--- src/hdl/slt_pkg.sv ---
`timescale 1ns / 1ps
// ----------------------------------------------------------------------------
// slt_pkg
// Shared types and constants for the script line tokenizer.
// ----------------------------------------------------------------------------
package slt_pkg;

    // default width of the line counter
    localparam int LINE_COUNT_BITS_DEF = 16;
    // width of the line number on the result port
    localparam int LINE_OUT_BITS = 16;
    // most results one source byte can cause
    localparam int MAX_RESULTS = 3;

    typedef enum logic [1:0] {
        KIND_BYTE = 2'd0,
        KIND_TEND = 2'd1,
        KIND_LEND = 2'd2,
        KIND_ERR  = 2'd3
    } kind_t;

    typedef enum logic [1:0] {
        TOK_WORD = 2'd0,
        TOK_NUM  = 2'd1,
        TOK_STR  = 2'd2,
        TOK_SYM  = 2'd3
    } tok_t;

    typedef struct packed {
        kind_t      kind;
        logic [7:0] lex_byte;
        tok_t       tok;
        logic       err;
        logic       done;
    } result_t;

    // all results of one source byte; they share one line number
    typedef struct packed {
        result_t [MAX_RESULTS-1:0] res;
        logic [1:0]                count;
        logic [LINE_OUT_BITS-1:0]  line;
    } bundle_t;

endpackage

--- src/hdl/slt_lexer.sv ---
`timescale 1ns / 1ps
// ----------------------------------------------------------------------------
// slt_lexer
// Comment filter, token splitter and number recognizer state; builds the
// result bundle of the byte in the input register in one pass.
// ----------------------------------------------------------------------------
module slt_lexer #(
    parameter int LINE_COUNT_BITS = slt_pkg::LINE_COUNT_BITS_DEF
) (
    input  logic              clk,
    input  logic              rst_n,
    input  logic              step,
    input  logic [7:0]        char_in,
    input  logic              eos_in,
    output slt_pkg::bundle_t  bundle
);

    localparam logic [7:0] CH_LF     = 8'h0A;
    localparam logic [7:0] CH_TAB    = 8'h09;
    localparam logic [7:0] CH_VT     = 8'h0B;
    localparam logic [7:0] CH_FF     = 8'h0C;
    localparam logic [7:0] CH_CR     = 8'h0D;
    localparam logic [7:0] CH_SPACE  = 8'h20;
    localparam logic [7:0] CH_QUOTE  = 8'h22;
    localparam logic [7:0] CH_HASH   = 8'h23;
    localparam logic [7:0] CH_LPAREN = 8'h28;
    localparam logic [7:0] CH_RPAREN = 8'h29;
    localparam logic [7:0] CH_PLUS   = 8'h2B;
    localparam logic [7:0] CH_COMMA  = 8'h2C;
    localparam logic [7:0] CH_MINUS  = 8'h2D;
    localparam logic [7:0] CH_PERIOD = 8'h2E;
    localparam logic [7:0] CH_ZERO   = 8'h30;
    localparam logic [7:0] CH_ONE    = 8'h31;
    localparam logic [7:0] CH_NINE   = 8'h39;
    localparam logic [7:0] CH_BSLASH = 8'h5C;
    localparam logic [7:0] CH_LA     = 8'h61;
    localparam logic [7:0] CH_LE     = 8'h65;
    localparam logic [7:0] CH_LF_L   = 8'h66;
    localparam logic [7:0] CH_LI     = 8'h69;
    localparam logic [7:0] CH_LN     = 8'h6E;
    localparam logic [7:0] CH_LP     = 8'h70;
    localparam logic [7:0] CH_LT     = 8'h74;
    localparam logic [7:0] CH_LX     = 8'h78;
    localparam logic [7:0] CH_LY     = 8'h79;

    typedef enum logic [1:0] {
        MODE_IDLE,
        MODE_WORD,
        MODE_STR,
        MODE_ESC
    } mode_t;

    // strtod full-match recognizer
    typedef enum logic [4:0] {
        R_START, R_SIGN, R_ZERO, R_DEC, R_E, R_ES, R_EDIG,
        R_HX, R_HDIG, R_P, R_PS, R_PDIG,
        R_I, R_IN, R_INF, R_INFI, R_INFIN, R_INFINI, R_INFINIT, R_INFINITY,
        R_N, R_NA, R_NAN, R_DEAD
    } rec_t;

    function automatic rec_t rec_lead(input logic [7:0] c, input logic [7:0] lc);
        rec_t r;
        if (c == CH_ZERO)
            r = R_ZERO;
        else if (c >= CH_ONE && c <= CH_NINE)
            r = R_DEC;
        else if (lc == CH_LI)
            r = R_I;
        else if (lc == CH_LN)
            r = R_N;
        else
            r = R_DEAD;
        return r;
    endfunction

    function automatic rec_t rec_next(input rec_t s, input logic [7:0] c);
        logic [7:0] lc;
        logic       dig;
        logic       hex;
        logic       sgn;
        rec_t       r;
        lc  = c | 8'h20;
        dig = (c >= CH_ZERO) && (c <= CH_NINE);
        hex = dig || ((lc >= CH_LA) && (lc <= CH_LF_L));
        sgn = (c == CH_PLUS) || (c == CH_MINUS);
        case (s)
            R_START:  r = sgn ? R_SIGN : rec_lead(c, lc);
            R_SIGN:   r = rec_lead(c, lc);
            R_ZERO:   r = dig ? R_DEC : (lc == CH_LX) ? R_HX : (lc == CH_LE) ? R_E : R_DEAD;
            R_DEC:    r = dig ? R_DEC : (lc == CH_LE) ? R_E : R_DEAD;
            R_E:      r = sgn ? R_ES : dig ? R_EDIG : R_DEAD;
            R_ES,
            R_EDIG:   r = dig ? R_EDIG : R_DEAD;
            R_HX:     r = hex ? R_HDIG : R_DEAD;
            R_HDIG:   r = hex ? R_HDIG : (lc == CH_LP) ? R_P : R_DEAD;
            R_P:      r = sgn ? R_PS : dig ? R_PDIG : R_DEAD;
            R_PS,
            R_PDIG:   r = dig ? R_PDIG : R_DEAD;
            R_I:      r = (lc == CH_LN) ? R_IN : R_DEAD;
            R_IN:     r = (lc == CH_LF_L) ? R_INF : R_DEAD;
            R_INF:    r = (lc == CH_LI) ? R_INFI : R_DEAD;
            R_INFI:   r = (lc == CH_LN) ? R_INFIN : R_DEAD;
            R_INFIN:  r = (lc == CH_LI) ? R_INFINI : R_DEAD;
            R_INFINI: r = (lc == CH_LT) ? R_INFINIT : R_DEAD;
            R_INFINIT: r = (lc == CH_LY) ? R_INFINITY : R_DEAD;
            R_N:      r = (lc == CH_LA) ? R_NA : R_DEAD;
            R_NA:     r = (lc == CH_LN) ? R_NAN : R_DEAD;
            default:  r = R_DEAD;
        endcase
        return r;
    endfunction

    function automatic logic rec_accepts(input rec_t s);
        return (s == R_ZERO) || (s == R_DEC) || (s == R_EDIG) || (s == R_HDIG) ||
               (s == R_PDIG) || (s == R_INF) || (s == R_INFINITY) || (s == R_NAN);
    endfunction

    function automatic logic is_blank(input logic [7:0] c);
        return c inside {CH_SPACE, CH_TAB, CH_VT, CH_FF, CH_CR};
    endfunction

    function automatic logic is_symbol(input logic [7:0] c);
        return c inside {CH_LPAREN, CH_RPAREN, CH_COMMA, CH_PERIOD};
    endfunction

    function automatic slt_pkg::result_t mk(input slt_pkg::kind_t k, input logic [7:0] b,
                                            input slt_pkg::tok_t t, input logic e,
                                            input logic d);
        slt_pkg::result_t r;
        r.kind     = k;
        r.lex_byte = b;
        r.tok      = t;
        r.err      = e;
        r.done     = d;
        return r;
    endfunction

    // state
    logic                       quote_reg, quote_next;
    logic                       bslash_reg, bslash_next;
    logic                       comment_reg, comment_next;
    mode_t                      mode_reg, mode_next;
    rec_t                       rec_reg, rec_next_v;
    logic [LINE_COUNT_BITS-1:0] line_reg, line_next;

    localparam int LINE_OUT_BITS_L = slt_pkg::LINE_OUT_BITS;
    logic [LINE_OUT_BITS_L-1:0] line_out;

    generate
        if (LINE_COUNT_BITS > LINE_OUT_BITS_L) begin : g_sat
            assign line_out = (|line_reg[LINE_COUNT_BITS-1:LINE_OUT_BITS_L]) ?
                              '1 : line_reg[LINE_OUT_BITS_L-1:0];
        end else begin : g_ext
            assign line_out = LINE_OUT_BITS_L'(line_reg);
        end
    endgenerate

    logic                 eos;
    logic                 pass;
    logic [1:0]           n;
    slt_pkg::tok_t        word_tok;
    slt_pkg::result_t [slt_pkg::MAX_RESULTS-1:0] res;
    logic [7:0]           esc_byte;

    always_comb
    begin
        quote_next   = quote_reg;
        bslash_next  = bslash_reg;
        comment_next = comment_reg;
        mode_next    = mode_reg;
        rec_next_v   = rec_reg;
        line_next    = line_reg;
        res          = '0;
        n            = 2'd0;
        pass         = 1'b1;
        eos          = eos_in || (char_in == 8'h00);
        word_tok     = rec_accepts(rec_reg) ? slt_pkg::TOK_NUM : slt_pkg::TOK_WORD;
        esc_byte     = (char_in == CH_LN) ? CH_LF : (char_in == CH_LT) ? CH_TAB : char_in;

        if (eos || char_in == CH_LF) begin
            if (mode_reg == MODE_STR || mode_reg == MODE_ESC) begin
                res[n] = mk(slt_pkg::KIND_ERR, 8'h00, slt_pkg::TOK_WORD, 1'b1, 1'b1);
                n      = n + 2'd1;
                line_next = LINE_COUNT_BITS'(1);
            end else begin
                if (mode_reg == MODE_WORD) begin
                    res[n] = mk(slt_pkg::KIND_TEND, 8'h00, word_tok, 1'b0, 1'b0);
                    n      = n + 2'd1;
                end
                res[n] = mk(slt_pkg::KIND_LEND, 8'h00, slt_pkg::TOK_WORD, 1'b0, eos);
                n      = n + 2'd1;
                if (eos)
                    line_next = LINE_COUNT_BITS'(1);
                else if (line_reg != '1)
                    line_next = line_reg + LINE_COUNT_BITS'(1);
            end
            quote_next   = 1'b0;
            bslash_next  = 1'b0;
            comment_next = 1'b0;
            mode_next    = MODE_IDLE;
            rec_next_v   = R_START;
        end else if (!comment_reg) begin
            if (char_in == CH_QUOTE && !bslash_reg) begin
                quote_next = !quote_reg;
            end else if (!quote_reg && char_in == CH_HASH) begin
                comment_next = 1'b1;
                pass         = 1'b0;
                if (mode_reg == MODE_WORD) begin
                    res[n]     = mk(slt_pkg::KIND_TEND, 8'h00, word_tok, 1'b0, 1'b0);
                    n          = n + 2'd1;
                    mode_next  = MODE_IDLE;
                    rec_next_v = R_START;
                end
            end
            bslash_next = (char_in == CH_BSLASH);

            if (pass) begin
                case (mode_reg)
                    MODE_IDLE:
                    begin
                        if (is_blank(char_in)) begin
                            mode_next = MODE_IDLE;
                        end else if (char_in == CH_QUOTE) begin
                            mode_next = MODE_STR;
                        end else if (is_symbol(char_in)) begin
                            res[n] = mk(slt_pkg::KIND_BYTE, char_in, slt_pkg::TOK_WORD,
                                        1'b0, 1'b0);
                            n      = n + 2'd1;
                            res[n] = mk(slt_pkg::KIND_TEND, 8'h00, slt_pkg::TOK_SYM,
                                        1'b0, 1'b0);
                            n      = n + 2'd1;
                        end else begin
                            mode_next  = MODE_WORD;
                            rec_next_v = rec_next(R_START, char_in);
                            res[n] = mk(slt_pkg::KIND_BYTE, char_in, slt_pkg::TOK_WORD,
                                        1'b0, 1'b0);
                            n      = n + 2'd1;
                        end
                    end
                    MODE_WORD:
                    begin
                        if (is_blank(char_in) || is_symbol(char_in)) begin
                            res[n] = mk(slt_pkg::KIND_TEND, 8'h00, word_tok, 1'b0, 1'b0);
                            n      = n + 2'd1;
                            mode_next  = MODE_IDLE;
                            rec_next_v = R_START;
                            if (is_symbol(char_in)) begin
                                res[n] = mk(slt_pkg::KIND_BYTE, char_in, slt_pkg::TOK_WORD,
                                            1'b0, 1'b0);
                                n      = n + 2'd1;
                                res[n] = mk(slt_pkg::KIND_TEND, 8'h00, slt_pkg::TOK_SYM,
                                            1'b0, 1'b0);
                                n      = n + 2'd1;
                            end
                        end else begin
                            rec_next_v = rec_next(rec_reg, char_in);
                            res[n] = mk(slt_pkg::KIND_BYTE, char_in, slt_pkg::TOK_WORD,
                                        1'b0, 1'b0);
                            n      = n + 2'd1;
                        end
                    end
                    MODE_STR:
                    begin
                        if (char_in == CH_QUOTE) begin
                            res[n] = mk(slt_pkg::KIND_TEND, 8'h00, slt_pkg::TOK_STR,
                                        1'b0, 1'b0);
                            n      = n + 2'd1;
                            mode_next = MODE_IDLE;
                        end else if (char_in == CH_BSLASH) begin
                            mode_next = MODE_ESC;
                        end else begin
                            res[n] = mk(slt_pkg::KIND_BYTE, char_in, slt_pkg::TOK_WORD,
                                        1'b0, 1'b0);
                            n      = n + 2'd1;
                        end
                    end
                    default:
                    begin
                        res[n] = mk(slt_pkg::KIND_BYTE, esc_byte, slt_pkg::TOK_WORD,
                                    1'b0, 1'b0);
                        n      = n + 2'd1;
                        mode_next = MODE_STR;
                    end
                endcase
            end
        end
    end

    assign bundle.res   = res;
    assign bundle.count = n;
    assign bundle.line  = line_out;

    always_ff @(posedge clk or negedge rst_n)
    begin
        if (!rst_n) begin
            quote_reg   <= 1'b0;
            bslash_reg  <= 1'b0;
            comment_reg <= 1'b0;
            mode_reg    <= MODE_IDLE;
            rec_reg     <= R_START;
            line_reg    <= LINE_COUNT_BITS'(1);
        end else if (step) begin
            quote_reg   <= quote_next;
            bslash_reg  <= bslash_next;
            comment_reg <= comment_next;
            mode_reg    <= mode_next;
            rec_reg     <= rec_next_v;
            line_reg    <= line_next;
        end
    end

endmodule

--- src/hdl/slt_outbuf.sv ---
`timescale 1ns / 1ps
// ----------------------------------------------------------------------------
// slt_outbuf
// Result register: holds one bundle and hands its results out one word
// at a time.
// ----------------------------------------------------------------------------
module slt_outbuf (
    input  logic              clk,
    input  logic              rst_n,
    input  logic              load,
    input  slt_pkg::bundle_t  bundle,
    output logic              free,
    output logic              out_valid,
    input  logic              out_ready,
    output slt_pkg::result_t  res,
    output logic [slt_pkg::LINE_OUT_BITS-1:0] line,
    output logic              last
);

    slt_pkg::bundle_t bundle_reg;
    logic             valid_reg;
    logic [1:0]       idx_reg;

    assign out_valid = valid_reg;
    assign res       = bundle_reg.res[idx_reg];
    assign line      = bundle_reg.line;
    assign last      = (idx_reg == (bundle_reg.count - 2'd1));
    assign free      = !valid_reg || (out_ready && last);

    always_ff @(posedge clk)
    begin
        if (load)
            bundle_reg <= bundle;
    end

    always_ff @(posedge clk or negedge rst_n)
    begin
        if (!rst_n) begin
            valid_reg <= 1'b0;
            idx_reg   <= 2'd0;
        end else if (load) begin
            valid_reg <= 1'b1;
            idx_reg   <= 2'd0;
        end else if (valid_reg && out_ready) begin
            if (last)
                valid_reg <= 1'b0;
            else
                idx_reg <= idx_reg + 2'd1;
        end
    end

endmodule

--- src/hdl/script_line_tokenizer.sv ---
`timescale 1ns / 1ps
// ----------------------------------------------------------------------------
// script_line_tokenizer
// Streaming tokenizer for a line-oriented script: comment filter, token
// splitter with string escapes, and number/word typing of each word.
// ----------------------------------------------------------------------------
//
//  channel | handshake          | word contents
//  --------+--------------------+------------------------------------------
//  in      | in_valid/in_ready  | char_byte, end_of_source
//  out     | out_valid/out_ready| kind, lexeme_byte, token_type, line_no,
//          |                    | error_code, source_done, last_of_run
//
//  One source byte per cycle while the result register keeps up. A byte is
//  latched in the input register, the lexer builds its bundle of 0..3
//  results in one pass into the result register, and results leave one
//  word per cycle while out_ready holds; a byte with results waits in the
//  input register until the result register is free for its bundle.
//  Reset clears all tokenizer state; line counting starts at one.
//  A stall on out holds the result register and, one byte later, in_ready.
//
module script_line_tokenizer #(
    parameter int LINE_COUNT_BITS = slt_pkg::LINE_COUNT_BITS_DEF
) (
    input  logic        clk,
    input  logic        rst_n,
    input  logic        in_valid,
    output logic        in_ready,
    input  logic [7:0]  char_byte,
    input  logic        end_of_source,
    output logic        out_valid,
    input  logic        out_ready,
    output logic [1:0]  kind,
    output logic [7:0]  lexeme_byte,
    output logic [1:0]  token_type,
    output logic [15:0] line_no,
    output logic        error_code,
    output logic        source_done,
    output logic        last_of_run
);

    // input register
    logic       in_valid_reg;
    logic [7:0] char_reg;
    logic       eos_reg;

    slt_pkg::bundle_t bundle;
    slt_pkg::result_t cur_res;
    logic             buf_free;
    logic             advance;
    logic             load;

    // the held byte moves on when its results fit in the result register;
    // bytes with no results (blanks, comment text) move on at once
    assign advance  = in_valid_reg && ((bundle.count == 2'd0) || buf_free);
    assign load     = advance && (bundle.count != 2'd0);
    assign in_ready = !in_valid_reg || advance;

    always_ff @(posedge clk)
    begin
        if (in_valid && in_ready) begin
            char_reg <= char_byte;
            eos_reg  <= end_of_source;
        end
    end

    always_ff @(posedge clk or negedge rst_n)
    begin
        if (!rst_n)
            in_valid_reg <= 1'b0;
        else if (in_valid && in_ready)
            in_valid_reg <= 1'b1;
        else if (advance)
            in_valid_reg <= 1'b0;
    end

    slt_lexer #(
        .LINE_COUNT_BITS(LINE_COUNT_BITS)
    ) u_lexer (
        .clk     (clk),
        .rst_n   (rst_n),
        .step    (advance),
        .char_in (char_reg),
        .eos_in  (eos_reg),
        .bundle  (bundle)
    );

    slt_outbuf u_outbuf (
        .clk       (clk),
        .rst_n     (rst_n),
        .load      (load),
        .bundle    (bundle),
        .free      (buf_free),
        .out_valid (out_valid),
        .out_ready (out_ready),
        .res       (cur_res),
        .line      (line_no),
        .last      (last_of_run)
    );

    assign kind        = cur_res.kind;
    assign lexeme_byte = cur_res.lex_byte;
    assign token_type  = cur_res.tok;
    assign error_code  = cur_res.err;
    assign source_done = cur_res.done;

    // an error word stands alone and closes the source
    a_err_alone: assert property (@(posedge clk) disable iff (!rst_n)
        (out_valid && kind == slt_pkg::KIND_ERR) |-> (last_of_run && source_done && error_code))
        else $error("error word not alone or not closing the source");

    // the final line end is the last word of its byte
    a_done_last: assert property (@(posedge clk) disable iff (!rst_n)
        (out_valid && source_done) |-> last_of_run)
        else $error("source_done on a word that is not last of its run");

    // token type only on token ends
    a_type_tend: assert property (@(posedge clk) disable iff (!rst_n)
        (out_valid && kind != slt_pkg::KIND_TEND) |-> (token_type == slt_pkg::TOK_WORD))
        else $error("token_type set on a word that is not a token end");

    // a byte is never taken while the held one still waits
    a_no_overrun: assert property (@(posedge clk) disable iff (!rst_n)
        (in_valid_reg && !advance) |-> !in_ready)
        else $error("input register overrun");

endmodule

--- config.mk ---
export PLATFORM = sky130hd
export DESIGN_NAME = script_line_tokenizer
export DESIGN_NICKNAME = d
export VERILOG_FILES = /design/src/hdl/slt_pkg.sv /design/src/hdl/slt_lexer.sv /design/src/hdl/slt_outbuf.sv /design/src/hdl/script_line_tokenizer.sv
export SDC_FILE = /design/constraint.sdc
export NUM_CORES = 1
export LEC_CHECK = 0
export ABC_CLOCK_PERIOD_IN_PS = 12810
export BUFFER_PORTS_ARGS = -buffer_cell sky130_fd_sc_hd__buf_2
export CAP_MARGIN = 20
export CORE_MARGIN = 5
export CORE_UTILIZATION = 62
export CTS_CLUSTER_SIZE = 10
export DETAILED_ROUTE_END_ITERATION = 7
export PLACE_DENSITY = 0.81
export SKIP_CTS_REPAIR_TIMING = 1
export SLEW_MARGIN = 20
export SYNTH_ARGS = -nofsm -noshare
export SYNTH_HDL_FRONTEND = slang
export SYNTH_SLANG_ARGS = --single-unit
--- constraint.sdc ---
create_clock -name clk -period 12.81 [get_ports clk]
set_clock_uncertainty 0.15 [all_clocks]
set_input_delay 2.562 -clock clk [delete_from_list [all_inputs] [get_ports clk]]
set_output_delay 2.562 -clock clk [all_outputs]
set_load 0.03 [all_outputs]
==> run_results.csv, run 1 <==
group,metric,value,unit
yosys,async_flop_share,32.3,%
cts,cts_buffers,9,
cts,clkTransAtPathRegs,100,ps
route,route.met2.wl,6.43,mm
yosys,yosys_warnings,0,
sta,fin_ws,6020,ps
global_route,antenna_found_initial,0,
sta,worst_pin_slew,919,ps
floorplanning,die_w,107,um
floorplanning,die-area,11500,sq um
global_route,grt_use_total,24.7,%
route,drt_iter0_drc,516,
critical_path,cp-start-kind,"flop",
sta,setup_viol,0,
yosys,ys.flop_type,"edfxtp_1",
sta,tns,0,ps
layout,syn2layout_area_growth,5.53,%
global_route,grt_first_pass_wirelength,22.5,mm
worst_hold_path,hold_class,"flop to flop",
route,finalWirelength,13.7,mm
yosys,yosysTopAreaCell,"edfxtp_1",
yosys,synth_common_cells,"edfxtp_1, nand2_1, nor2_1, o21ai_0",
global_route,grt_overflow,0,
sta,maxSlewHeadroom,37.9,%
route,route.met3.wl,933,um
yosys,synth_most_common_cell,"edfxtp_1",
yosys,syn_avg_cell_area,9.71,sq um
outcome,status,"finished clean",
pwr,power,0.00142,W
route,drc,0,
yosys,synth_edf_count,63,
pwr,peakVddDrop,132,uV
route,wl_met1,6.10,mm
sta,fmax,0.147,GHz
run,drv_cap,0,
critical_path,worstPathArrival,4080,ps
route,vias,4771,
route,vias_per_cell,6.58,
floorplanning,io_pins,46,
critical_path,rrSetupSlack,8030,ps
floorplanning,die_y,107,um
floorplanning,start_util,63.5,%
route,wl_per_cell,19.0,um
sta,fin_crit,6790,ps
critical_path,crit_fanout,13,
sta,fin_crit_sh,53.0,%
cts,clk_latency,370,ps
yosys,synth.cell_area,5840,sq um
cts,clk_path_buf_depth,2,
layout,largest_reg_flops,38,
cts,ctsHtreeMaxLevel,3,
yosys,synth_top_area_share,32.4,%
cts,cts-root-buf,"clkbuf_8",
layout,antenna_cells,0,
global_route,grt_pass1_vias,4411,
critical_path,required,10100,ps
cts,cts_sinks,93,
layout,drive_gt1_share,15.6,%
yosys,ys_top_cells_by_area,"edfxtp_1, dfrtp_1, o21ai_0",
placed_design,portBuffers,45,
yosys,synth-seq-area-share,45.3,%
floorplanning,row_count,35,
placed_design,dpl.hpwl,9.67,mm
yosys,syn-instance-count,601,
pwr,p_per_area,231,nW/um^2
sta,finalMaxSlewViolations,0,
yosys,synth_cell_type_count,85,
critical_path,crit_type,"flop to primary output",
global_route,grt_start_max_net_pins,34,
sta,finalHoldViolations,0,
layout,nNetsFinal,627,
yosys,ys_ff_latch,93,
route,postRouteAntennaNets,0,
route,firstDrtPassIters,5,
sta,rsz0062_at_grt,"false",
floorplanning,core,9200,sq um
placed_design,dp_slack,6440,ps
pwr,p_leak,2.36,nW
critical_path,critPathCaptureType,"primary output",
route,highest_layer,"met4",
placed_design,gp_congestion,0.943,
cts,cts_tree,"done",
-- logic make-up (layout without fill, tap and decap cells) --
group	count (synthesis)	count (layout)	share of synthesized area, %
AOI/OAI and AO/OA	163	163	19.6
xor gates and xnor gates	5	5	0.751
adders and majority gates	5	5	1.07
buffers and inverters	78	81	6.54
DFF	93	93	45.3
muxes	18	18	3.13
other	1	11	0.0643
and+or+nand+nor	238	238	23.5
-- layout by cell type (no fill, tap or decap), types with 14 or more instances in the layout --
cell      netlist  final
a21oi_1        24     24
and3_1         14     14
buf_2           8     45
dfrtp_1        29     29
edfxtp_1       63     63
inv_1          18     18
mux2i_1        16     16
nand2_1        44     44
nand2b_1       18     18
nor2_1         43     42
nor3_1         23     23
o21ai_0        43     43
o31ai_1        20     20
-- worst paths after layout --
check / cells past startpoint / to / from
max in group asynchronous: 1 / u_lexer.bslash_reg / rst_n
min reg2reg: 0 / u_outbuf.line[15] / u_lexer.line_out[15]
max reg2reg: 12 / u_outbuf.bundle_reg[42] / char_reg[7]
min: 0 / u_outbuf.line[15] / u_lexer.line_out[15]
max: 12 / in_ready / char_reg[7]
min in group asynchronous: 1 / u_lexer.line_out[4] / rst_n
-- layer usage --
layer | up-vias | GRT usage [%]
li1 | 2270 | -
met1 | 2261 | 35.8
met2 | 210 | 38.3
met3 | 30 | 3.43
met4 | 0 | 8.49
met5 | - | 0
-- cell type report --
type	count	area (sq um)
fillers	701	3040
multi-input cells	440	2860
flip-flops and latches	93	2640
repair buffers	47	240
clock buffers	10	149
well taps	111	139
inverters	18	67.6
clock inverters	6	57.6
-- through the flow --
| step | cell area [sq um] | instances | utilization [%] | hold slack, ps |
|---|---|---|---|---|
| 2_1_floorplan | 5870 | 611 | - | 300 |
| 3_3_place_gp | 5950 | 709 | 64.7 | 332 |
| 3_5_place_dp | 5950 | 709 | 64.7 | 336 |
| 4_1_cts | 6160 | 725 | 67.0 | 355 |
| 5_1_grt | 6160 | 725 | 67.0 | 370 |
| 6_report | 6160 | 725 | 67.0 | 361 |
-- report_power, final --
| group | total, W | switching (W) | internal, W |
|---|---|---|---|
| clock | 0.000203 | 0.000115 | 0.0000873 |
| combinational | 0.000665 | 0.000436 | 0.000230 |
| sequential | 0.000554 | 0.000122 | 0.000432 |
| total | 0.00142 | 0.000673 | 0.000749 |
-- critical path, stage by stage (launching register included) --
cell	delay, ps
edfxtp_1	510
or4b_4	630
nor4_4	660
nand2_1	220
inv_1	140
ha_1	150
nand3b_1	80
a21o_1	200
a211oi_2	230
o21ai_0	160
a31o_2	310
or2_1	230
buf_2	180
No activity file was read; power rests on OpenSTA's default activity.
==> run 2, diff against run 1 <==
ABC_CLOCK_PERIOD_IN_PS = 7050   (was 12810)
CORE_UTILIZATION = 61   (was 62)
PLACE_DENSITY = 0.8   (was 0.81)
clock period = 7.05 ns   (was 12.81 ns; I/O delays follow)
==> run 2 against run 1 <==
Net effect:
- highest routed layer unchanged
- sequential share of layout area shrank 0.18 points
- critical path type unchanged
- clock power grew 76%
- global-route usage shrank 0.49 points
- clock-buffer cell count is the same
- final area grew 0.43%
- power grew 81%
==> run_results.csv, run 2 (synthesis results as in run 1) <==
group,metric,value,unit
outcome,status,"finished clean",
layout,final_cell_mix,"edfxtp_1, buf_2, nand2_1",
cts,clk_latency,360,ps
critical_path,worstPathArrival,4120,ps
critical_path,required,5490,ps
global_route,met2_usage,36.5,%
floorplanning,die-area,11600,sq um
pwr,peakVddDrop,202,uV
layout,postLayoutCoreUtil,66.6,%
sta,fin_crit_sh,80.5,%
sta,maxSlewHeadroom,33.7,%
route,vias,4750,
layout,nNetsFinal,629,
sta,fin_ws,1370,ps
cts,cts_sinks,93,
cts,clk_path_buf_depth,2,
global_route,grt_use_total,24.2,%
worst_hold_path,hold_depth,1,
placed_design,gp_congestion,0.921,
sta,fmax,0.176,GHz
critical_path,worstRegToRegCells,12,
layout,largest_reg_flops,38,
route,wl_per_cell,18.0,um
floorplanning,die_y,108,um
layout,drive_gt1_share,15.7,%
floorplanning,row_count,35,
global_route,grt_use_met1,35.9,%
sta,tns,0,ps
cts,ctsHtreeMaxLevel,3,
critical_path,cp-start-kind,"flop",
cts,cts_buffers,9,
critical_path,crit_fanout,13,
critical_path,crit_type,"flop to primary output",
placed_design,dpl.hpwl,9.35,mm
pwr,p_per_area,416,nW/um^2
global_route,grt_first_pass_wirelength,22.5,mm
sta,fin_crit,5680,ps
placed_design,portBuffers,45,
route,drt_iter0_drc,524,
pwr,sw_frac_of_total,46.6,%
global_route,grt_pass1_vias,4400,
layout,final_cells,745,
sta,finalMaxSlewViolations,0,
cts,clkTransAtPathRegs,100,ps
sta,rsz0062_at_grt,"false",
floorplanning,io_pins,46,
sta,setup_viol,0,
cts,cts_tree,"done",
placed_design,dp_slack,1800,ps
worst_hold_path,hold_class,"flop to flop",
cts,cts-root-buf,"clkbuf_8",
global_route,grt_start_max_net_pins,34,
global_route,antenna_found_initial,0,
floorplanning,die_w,108,um
pwr,pwr-share-clk,13.9,%
layout,final_common_cell,"edfxtp_1",
global_route,grt_overflow,0,
global_route,grt.busiest_layer,"met2",
route,firstDrtPassIters,5,
sta,holdWs,355,ps
pwr,seqPwrFrac,38.2,%
pwr,p_int,0.00137,W
layout,syn2layout_area_growth,5.98,%
route,finalWirelength,13.4,mm
run,drv_cap,0,
floorplanning,start_util,62.9,%
pwr,p_comb_share,47.9,%
floorplanning,core,9280,sq um
route,drc,0,
sta,finalHoldViolations,0,
placed_design,dp.cells,729,
sta,worst_pin_slew,981,ps
route,postRouteAntennaNets,0,
global_route,use_met3,4.56,%
pwr,p_leak,2.36,nW
layout,antenna_cells,0,
critical_path,critPathCaptureType,"primary output",
route,vias_per_cell,6.38,
pwr,p_sw,0.00120,W
==> run 2: through the flow <==
stage	cell area [sq um]	power, W
2_1_floorplan	5870	0.00195
3_3_place_gp	5990	0.00219
3_5_place_dp	5990	0.00221
4_1_cts	6180	0.00257
5_1_grt	6180	0.00275
6_report	6180	0.00257
==> run 2: area by class of cell <==
class | count | area, sq um
clock buffers | 10 | 128
clock inverters | 6 | 67.6
fillers | 735 | 3100
inverters | 18 | 67.6
multi-input cells | 440 | 2860
flip-flops and latches | 93 | 2640
well taps | 129 | 161
repair buffers | 49 | 255
==> run 2: path summary, 6_finish.rpt <==
check / slack, ps / start / to
max: 1370 / char_reg[7] / in_ready
min: 350 / u_lexer.bslash_reg / u_lexer.bslash_reg
max reg2reg: 2240 / char_reg[7] / u_outbuf.bundle_reg[40]
min reg2reg: 350 / u_lexer.bslash_reg / u_lexer.bslash_reg
max in group asynchronous: 5360 / rst_n / u_lexer.rec_reg[1]
min in group asynchronous: 930 / rst_n / u_outbuf.idx_reg[0]
==> run 2: power by group through the flow <==
stage | logic (W) | clock network, W | registers [W]
6_report | 0.00123 | 0.000358 | 0.000981
2_1_floorplan | 0.00109 | 0 | 0.000858
4_1_cts | 0.00123 | 0.000366 | 0.000976
3_5_place_dp | 0.00122 | 0 | 0.000988
3_3_place_gp | 0.00121 | 0 | 0.000977
5_1_grt | 0.00135 | 0.000390 | 0.00100
==> run 2: worst max-delay path, cell delays in order (launching register included) <==
cell	delay, ps
edfxtp_1	520
or4b_4	640
nor4_4	690
nand2_1	210
inv_1	130
ha_1	160
nand3b_1	80
a21o_1	200
a211oi_2	250
o21ai_0	150
a31o_2	310
or2_1	250
buf_2	190
==> run 2: per-layer routing <==
layer  up-vias  routed length, um
met5         -                  0
met2       210               6170
met1      2238               5920
met3        25               1030
met4         0                271
li1       2277                  -
==> run 3, diff against run 2 <==
ABC_CLOCK_PERIOD_IN_PS = 4750   (was 7050)
CORE_UTILIZATION = 55   (was 61)
PLACE_DENSITY = 0.76   (was 0.8)
clock period = 4.75 ns   (was 7.05 ns; I/O delays follow)
==> run 3 against run 2 <==
Net effect:
- register-to-register slack lost 1400 ps
- routed wire length grew 9.1%
- non-clock buffer count grew 25
- hold slack lost 2.4 ps
- power grew 54%
- utilization shrank 4.6 points
- largest cell class unchanged
- highest routed layer unchanged
==> run_results.csv, run 3 (synthesis results as in run 1) <==
group,metric,value,unit
layout,fillCellCount,874,
critical_path,critPathCaptureType,"primary output",
floorplanning,die-area,12800,sq um
global_route,grt_start_max_net_pins,55,
sta,maxSlewHeadroom,49.9,%
floorplanning,row_count,37,
placed_design,dpl.hpwl,10.3,mm
layout,largest_reg_flops,38,
layout,nNetsFinal,654,
worst_hold_path,hold_class,"flop to flop",
placed_design,dp_slack,495,ps
global_route,grt.busiest_layer,"met2",
floorplanning,io_pins,46,
layout,final_common_cell,"edfxtp_1",
route,postRouteAntennaNets,0,
layout,syn2layout_area_growth,9.69,%
global_route,antenna_found_initial,0,
critical_path,crit_chain,"or4b_4, nor4_4, nand2_2, inv_1, ha_1, nand3b_1, a21o_1, a211oi_2, o21ai_1, a31o_2, or2_1, buf_2",
critical_path,worstPathArrival,3510,ps
critical_path,crit_buf_inv,2,
cts,clk_path_buf_depth,2,
critical_path,max_stage_delay,610,ps
pwr,power,0.00396,W
sta,fin_crit_sh,97.0,%
global_route,grt_use_total,22.9,%
placed_design,place_area,6100,sq um
run,drv_cap,0,
critical_path,crit_type,"flop to primary output",
outcome,status,"finished clean",
placed_design,portBuffers,45,
layout,finalInstanceArea,6400,sq um
sta,fin_ws,144,ps
route,finalWirelength,14.6,mm
sta,setup_viol,0,
route,wl_per_cell,18.8,um
sta,finalMaxSlewViolations,0,
pwr,p_per_area,619,nW/um^2
critical_path,cp-start-kind,"flop",
cts,cts_tree,"done",
critical_path,required,3650,ps
cts,cts_buffers,9,
floorplanning,core,10300,sq um
layout,final_cell_mix,"edfxtp_1, buf_2, nand2_1",
pwr,peakVddDrop,375,uV
route,vias_per_cell,6.35,
layout,antenna_cells,0,
layout,seqCellArea,2640,sq um
cts,ctsHtreeMaxLevel,3,
global_route,grt_use_met1,33.0,%
global_route,grt_first_pass_wirelength,23.6,mm
sta,tns,0,ps
floorplanning,start_util,56.5,%
sta,holdWs,352,ps
critical_path,critPathSlowestCell,"or4b_4",
route,vias,4937,
global_route,grt_overflow,0,
global_route,met2_usage,34.6,%
floorplanning,die_y,113,um
global_route,grt_pass1_vias,4485,
critical_path,critPathTopFamily,"simple AND/OR/NAND/NOR gates",
cts,cts-root-buf,"clkbuf_8",
global_route,use_met3,3.80,%
layout,multi_input_area,2860,sq um
route,firstDrtPassIters,6,
cts,cts_sinks,93,
placed_design,gp_congestion,0.952,
cts,clk_latency,370,ps
route,drc,0,
critical_path,crit_fanout,6,
cts,clkTransAtPathRegs,90,ps
sta,finalHoldViolations,0,
sta,fin_crit,4610,ps
pwr,p_leak,2.49,nW
sta,worst_pin_slew,745,ps
sta,fmax,0.217,GHz
layout,drive_gt1_share,18.9,%
route,drt_iter0_drc,623,
floorplanning,die_w,113,um
==> run 3: layer usage <==
metal  share of wire (%)  vias to the layer above
li1                    -                     2318
met1                  44                     2377
met2                  47                      207
met3                 7.0                       35
met4                 2.3                        0
met5                   0                        -
==> run 3: area by class of cell <==
type                            count  share of cell area (%)
Clock buffer                       14                    2.72
Clock inverter                      2                   0.606
Inverter                           18                    1.06
Multi-Input combinational cell    440                    44.7
Sequential cell                    93                    41.3
Tap cell                          136                    2.66
Timing Repair Buffer               74                    6.92
==> run 3: where the power goes <==
part	switching (W)	internal (W)	total [W]	leakage [nW]
Clock	0.000273	0.000292	0.000565	0.106
Sequential	0.000192	0.00117	0.00136	0.987
Combinational	0.00134	0.000695	0.00204	1.40
==> run 3: per-stage QoR <==
stage	util, %	std cells
6_report	62.0	777
2_1_floorplan	-	611
3_3_place_gp	59.0	749
5_1_grt	62.0	777
3_5_place_dp	59.0	749
4_1_cts	61.1	765
==> run 3: worst paths after layout <==
| kind | startpoint | to | slack (ps) | cells past startpoint |
|---|---|---|---|---|
| worst min register to register | u_lexer.bslash_reg | u_lexer.bslash_reg | 350 | 1 |
| worst max register to register | char_reg[4] | u_outbuf.bundle_reg[20] | 870 | 12 |
| min in group asynchronous | rst_n | in_valid_reg | 470 | 1 |
| worst max-delay path | char_reg[4] | in_ready | 140 | 12 |
| max in group asynchronous | rst_n | u_lexer.rec_reg[1] | 3540 | 1 |
| worst min-delay path | u_lexer.bslash_reg | u_lexer.bslash_reg | 350 | 1 |
